**src/sv/sacl_pkg.sv**
```systemverilog
// ---------------------------------------------------------------------------
// sacl_pkg
// Shared types and constants for the LFU write-through cache.
// ---------------------------------------------------------------------------
package sacl_pkg;

    localparam int MAX_SET_BITS   = 4;
    localparam int MAX_BLOCK_BITS = 4;
    localparam int MAX_WAYS       = 4;
    localparam int ADDR_BITS      = 12;

    localparam logic [1:0] MODE_READ    = 2'd0;
    localparam logic [1:0] MODE_WRITE   = 2'd1;
    localparam logic [1:0] MODE_PRELOAD = 2'd2;
    localparam logic [1:0] MODE_UNUSED  = 2'd3;

    localparam logic [1:0] REG_SET_BITS   = 2'd0;
    localparam logic [1:0] REG_BLOCK_BITS = 2'd1;
    localparam logic [1:0] REG_WAYS       = 2'd2;

    // controller to datapath
    typedef struct packed {
        logic capture;     // latch the accepted transaction
        logic mem_wr_in;   // write the input byte to backing memory
        logic lookup;      // evaluate tags and pick the way
        logic hit_update;  // apply hit bookkeeping
        logic fill_start;  // claim the victim line, reset fill counter
        logic fill_rd;     // issue a backing memory read for the fill
        logic fill_wr;     // store the returned byte into the line
        logic rd_line;     // read the line byte at the offset
        logic load_out;    // load the result register
    } t_cmd;

    // datapath to controller
    typedef struct packed {
        logic clearing;
        logic is_preload;
        logic is_idle_mode;
        logic is_hit;
        logic is_write;
        logic fill_last;
    } t_status;

endpackage

```
**src/sv/sacl_ctrl.sv**
```systemverilog
// ---------------------------------------------------------------------------
// sacl_ctrl
// Sequencer: lookup, block fill and result handoff.
// ---------------------------------------------------------------------------
module sacl_ctrl (
    input  logic              i_clk,
    input  logic              i_rst_n,
    input  logic              i_in_valid,
    output logic              o_in_ready,
    output logic              o_out_valid,
    input  logic              i_out_ready,
    input  sacl_pkg::t_status i_status,
    output sacl_pkg::t_cmd    o_cmd
);
    typedef enum logic [7:0] {
        S_IDLE   = 8'b0000_0001,
        S_LOOK   = 8'b0000_0010,
        S_FSTART = 8'b0000_0100,
        S_FRD    = 8'b0000_1000,
        S_FWR    = 8'b0001_0000,
        S_LREAD  = 8'b0010_0000,
        S_LDATA  = 8'b0100_0000,
        S_OUT    = 8'b1000_0000
    } t_state;

    t_state r_state, n_state;
    logic   r_out_valid, n_out_valid;
    logic   w_accept;

    // out register frees when taken; new item waits for idle, end of clearing and a free slot
    assign o_in_ready  = (r_state == S_IDLE) && !i_status.clearing
                         && (!r_out_valid || i_out_ready);
    assign o_out_valid = r_out_valid;
    assign w_accept    = i_in_valid && o_in_ready;

    always_comb begin
        n_state     = r_state;
        n_out_valid = r_out_valid;
        o_cmd       = '0;
        if (r_out_valid && i_out_ready) begin
            n_out_valid = 1'b0;
        end
        case (r_state)
            S_IDLE: begin
                if (w_accept) begin
                    o_cmd.capture = 1'b1;
                    n_state = S_LOOK;
                end
            end
            S_LOOK: begin
                o_cmd.mem_wr_in = i_status.is_write || i_status.is_preload;
                o_cmd.lookup    = 1'b1;
                if (i_status.is_preload || i_status.is_idle_mode) begin
                    n_state = S_OUT;
                end else if (i_status.is_hit) begin
                    o_cmd.hit_update = 1'b1;
                    n_state = i_status.is_write ? S_OUT : S_LREAD;
                end else begin
                    n_state = S_FSTART;
                end
            end
            S_FSTART: begin
                o_cmd.fill_start = 1'b1;
                n_state = S_FRD;
            end
            S_FRD: begin
                o_cmd.fill_rd = 1'b1;
                n_state = S_FWR;
            end
            S_FWR: begin
                o_cmd.fill_wr = 1'b1;
                n_state = i_status.fill_last ? S_LREAD : S_FRD;
            end
            S_LREAD: begin
                o_cmd.rd_line = 1'b1;
                n_state = S_LDATA;
            end
            S_LDATA: begin
                n_state = S_OUT;
            end
            S_OUT: begin
                if (!r_out_valid || i_out_ready) begin
                    o_cmd.load_out = 1'b1;
                    n_out_valid = 1'b1;
                    n_state = S_IDLE;
                end
            end
            default: n_state = S_IDLE;
        endcase
    end

    always_ff @(posedge i_clk) begin
        if (!i_rst_n) begin
            r_state     <= S_IDLE;
            r_out_valid <= 1'b0;
        end else begin
            r_state     <= n_state;
            r_out_valid <= n_out_valid;
        end
    end
endmodule

```
**config.mk**
```make
export PLATFORM = sky130hd
export DESIGN_NAME = sacl_ctrl
export DESIGN_NICKNAME = d
export VERILOG_FILES = /design/src/sv/sacl_pkg.sv /design/src/sv/sacl_ctrl.sv
export SDC_FILE = /design/constraint.sdc
export NUM_CORES = 1
export LEC_CHECK = 0
export ABC_AREA = 1
export BUFFER_PORTS_ARGS = -buffer_cell sky130_fd_sc_hd__buf_2
export CAP_MARGIN = 10
export CELL_PAD_IN_SITES_DETAIL_PLACEMENT = 0
export CELL_PAD_IN_SITES_GLOBAL_PLACEMENT = 2
export CORE_MARGIN = 2
export CORE_UTILIZATION = 24
export DETAILED_ROUTE_END_ITERATION = 7
export GPL_TIMING_DRIVEN = 0
export MAX_ROUTING_LAYER = met4
export PLACE_DENSITY_LB_ADDON = 0.1
export SLEW_MARGIN = 20
export SYNTH_ARGS = -nofsm -noshare
export SYNTH_HDL_FRONTEND = slang
export SYNTH_SLANG_ARGS = --single-unit
```
**constraint.sdc**
```tcl
create_clock -name i_clk -period 1.3 [get_ports i_clk]
set_input_delay 0.195 -clock i_clk [delete_from_list [all_inputs] [get_ports i_clk]]
set_output_delay 0.195 -clock i_clk [all_outputs]
set_load 0.005 [all_outputs]
```
# Word level (Yosys, flattened, before mapping)
# Cells that the tools add are included.
[totals]
regBits = 9
out_inout_bits = 11
[classes]
eq_ne = 10
mux = 21
n_reduce_logical = 10
[op_table]
columns = ["operator", "n"]
rows = [
  ["$pmux 8 s8", 1],
  ["$mux 8", 5],
  ["$mux 1", 13],
  ["$eq 8x1->1 const B", 1],
  ["$eq 8x2->1 const B", 1],
  ["$eq 8x3->1 const B", 1],
  ["$eq 8x4->1 const B", 1],
  ["$eq 8x5->1 const B", 1],
  ["$eq 8x6->1 const B", 1],
  ["$eq 8x7->1 const B", 1],
  ["$eq 8x8->1 const B", 1],
  ["$mux 6", 1],
  ["$logic_and 1x1->1", 4],
  ["$ne 2x2->1 const B", 2],
  ["$logic_or 1x1->1", 3],
  ["$mux 3", 1],
  ["$logic_not 1->1", 2],
  ["$reduce_and 2->1", 1],
]

# Logic depth before layout (Yosys ltp)
[logic_depth]
depth_word = 6
depth_mapped = 9

# Worst setup path before layout
# No wires, ideal clock.
[synth_timing]
path_type = "reg2reg"
startpoint = "reg r_state[3]"
endpoint = "reg r_state[2]"
arrival_ps = 969
slack_ps = 220
stages_incl_launch_ff = 10
path_cell_list = "dfxtp_1 > inv_2 > nand2_2 > nor2_4 > nand2_1 > nand2_1 > nor2_1 > nand3_2 > nand2_2 > nor2_1"
[synth_between]
elab_chain_cells = 6
[synth_rtl]
columns = ["item", "line_no", "text"]
rows = [
  ["from (decl)", "sacl_ctrl.sv:26", "t_state r_state, n_state;"],
  ["from (signal assigned)", "sacl_ctrl.sv:97", "r_state <= n_state;"],
  ["$eq 8x1->1", "sacl_ctrl.sv:31, sacl_ctrl.sv:43", ""],
  ["$logic_and 1x1->1", "sacl_ctrl.sv:31", "assign o_in_ready = (r_state == S_IDLE) && !i_status.clearing"],
  ["$logic_and 1x1->1", "sacl_ctrl.sv:32", "&& (!r_out_valid || i_out_ready);"],
  ["$logic_and 1x1->1", "sacl_ctrl.sv:34", "assign w_accept = i_in_valid && o_in_ready;"],
  ["$ne 2x2->1 (no source line)", "n/a", ""],
  ["$reduce_and 2->1 (no source line)", "n/a", ""],
]
# Several ways; a longest one is shown, not always the timed one.
# A chain may end at the register's enable or synchronous reset.

==> results_dict.tcl <==
set metrics [dict create \
    status "finished, violations left" \
    violations "negative setup slack" \
    postCtsHoldBufs 0 \
    whs_path_depth 2 \
    cts_buffers 3 \
    num_rows 18 \
    stdcell_count 171 \
    startpoint "r_state[7]$_SDFFE_PN0P_" \
    dr.pass1.iters 4 \
    post-route-util 0.433 \
    min_period_over_period 1.10 \
    cp-start-kind "flip-flop" \
    layout_commonest_cell "buf_2" \
    slew_violations 0 \
    crit_buf_inv 2 \
    power.density_nw_per_um2 632 \
    drt_iter0_drc 6 \
    start_util 0.257 \
    ant_nets 0 \
    globalRoute.totalOverflow 0 \
    holdCritStartpoint "i_rst_n" \
    postRouteWirelength_um 1690 \
    synth_area_leaders "dfxtp_1 (28%), nand2_1 (15%), nor2_1 (15%), inv_1 (9.4%), nand3_1 (5.5%)" \
    reg2reg_depth 10 \
    crit_path_end_kind "primary output" \
    criticalPathCategory "flip-flop to primary output" \
    drv_cap 0 \
    synthSimpleGateAreaFrac 0.561 \
    vias 718 \
    core_sq_um 2500 \
    fin_nets 152 \
    cp_max_fo 4 \
    yosysTopAreaCellShare 0.281 \
    die-height_um 55.7 \
    cts_htree_levels 1 \
    setup_viol 11 \
    vdd_drop_max_mv 0.398 \
    dp_cells 157 \
    layout_min_cycle_time_ns 1.43 \
    io_buffers 20 \
    crit_path_cell_trace "inv_2 > nand2_4 > nor2_8 > nand2_4 > nor3_4 > buf_2" \
    syn_avg_cell_area_sq_um 6.00 \
    die_w_um 55.7 \
    ctsLongestPathBuffers 2 \
    tightest_slew_ns 0.245 \
    layout_common_cells "buf_2 (18), nand2_1 (17), nor2_1 (15)" \
    crit_top_cell "nand2_4" \
    vias_per_cell 4.20 \
    critPathArrivalTime_ns 1.24 \
    die_area_sq_um 3100 \
    grt_pass1_vias 649 \
    grt_usage 0.112 \
    clk_pin_slew_worst_paths_ns 0.07 \
    netlist_instances 107 \
    leakage_nw 0.562 \
    critPathTopFamily "simple AND/OR/NAND/NOR gates" \
    finalSetupTns_ns -0.808 \
    clock_latency_ns 0.26 \
    layout-drive-gt1-share 0.652 \
    grt_start_max_net_pins 7 \
    mappedNetlistNets 117 \
    synth_largest_area_cell "dfxtp_1" \
    antenna_found_initial 0 \
    clock_skew_ns 0.00673 \
    ys_ff_latch 9 \
    diodes 0 \
    globalplace.congestion 0.681 \
    synth_top_family_by_area "simple AND/OR/NAND/NOR gates" \
    hold_path_class "input port to flip-flop" \
    root_buffer "clkbuf_4" \
    yosysSeqAreaShare 0.281 \
    crit_path_top_delay_cell "dfxtp_2" \
    slew_headroom 0.836 \
    ys_types 16 \
    rsz0062_at_grt "true" \
    cp.required_ns 1.11 \
    drc_errors 0 \
    yosys_warnings 0 \
    synthMuxAreaShare 0 \
    slowest_delay_ns 0.33 \
    rr_startpoint "r_state[1]$_SDFFE_PN0P_" \
    max_freq_mhz 698 \
    yosys.area_share.xor_xnor 0 \
    syn_to_final_growth_pct 68.6 \
    grt_pass1_wl_um 2640 \
    synth_fa_ha_area_frac 0 \
    hold_violations 0 \
    tritoncts "done" \
    synth_compound_area_frac 0.0234 \
    syn-cell-area_sq_um 642 \
    cp.depth 6 \
    cts_num_sinks 9 \
    dp_hpwl_um 1310 \
    io_pins 21 \
    setup_ws_ns -0.132 \
    wire_per_inst_um 9.91 \
]
routing by layer:
| metal | part of all wire | vias up | track usage | wire [um] |
|---|---|---|---|---|
| met5 | 0 | - | - | 0 |
| met1 | 0.45 | 323 | 0.138 | 762 |
| met2 | 0.51 | 12 | 0.175 | 862 |
| li1 | - | 381 | - | - |
| met3 | 0.024 | 2 | 0.00698 | 41 |
| met4 | 0.016 | 0 | 0.0732 | 27 |
cell usage after synthesis, drive strengths merged:
library cell	number
nor2	30
a21oi	2
inv	23
nand3	8
o21ai	1
dfxtp	9
nor3	2
nand2	32
registers in the layout, indices dropped and copies added, names as in the netlist:
register and count:
r_state 8, o_out_valid 1
kinds of logic (layout without fill, tap and decap cells):
group,count (synthesis),in the layout
DFF,9,9
and+or+nand+nor,72,72
buffers and inverters,23,57
AOI/OAI and AO/OA,3,3
per-stage QoR:
stage | setup WS (ns) | power (mW) | cell area, sq um | hold WS, ns
3_5_place_dp | 0.00361 | 0.420 | 779 | 0.456
4_1_cts | -0.165 | 0.667 | 925 | 0.182
3_3_place_gp | -0.0240 | 0.421 | 779 | 0.442
6_report | -0.132 | 0.684 | 1080 | 0.175
2_1_floorplan | 0.220 | 0.377 | 642 | 0.280
5_1_grt | -0.212 | 0.728 | 1080 | 0.176
final cells by class:
type / instances / area [sq um]
Clock inverter: 1 / 5.00
Inverter: 23 / 96.3
Fill cell: 276 / 1420
Tap cell: 30 / 37.5
Sequential cell: 9 / 195
Multi-Input combinational cell: 75 / 523
Timing Repair Buffer: 30 / 203
Clock buffer: 3 / 22.5
timing repair:
action / CTS / global route
pin swaps: 11 / 13
endpoints found under the setup margin: 11 / 15
gates resized for setup: 25 / 38
hold endpoints to repair: 0 / 0
setup buffers: 8 / 3
final timing paths:
kind / end / slack, ns
max: o_cmd[5] / -0.13
min: r_state[0]$_SDFFE_PN1P_ / 0.18
max reg2reg: r_state[2]$_SDFFE_PN0P_ / 0
min reg2reg: o_out_valid$_SDFF_PN0_ / 0.57
report_power, final:
part           total [mW]  internal, mW  switching [mW]
Sequential          0.287         0.279         0.00760
Clock               0.210         0.113          0.0964
Combinational       0.187        0.0739           0.113
Power figures use the tool's default switching activity.
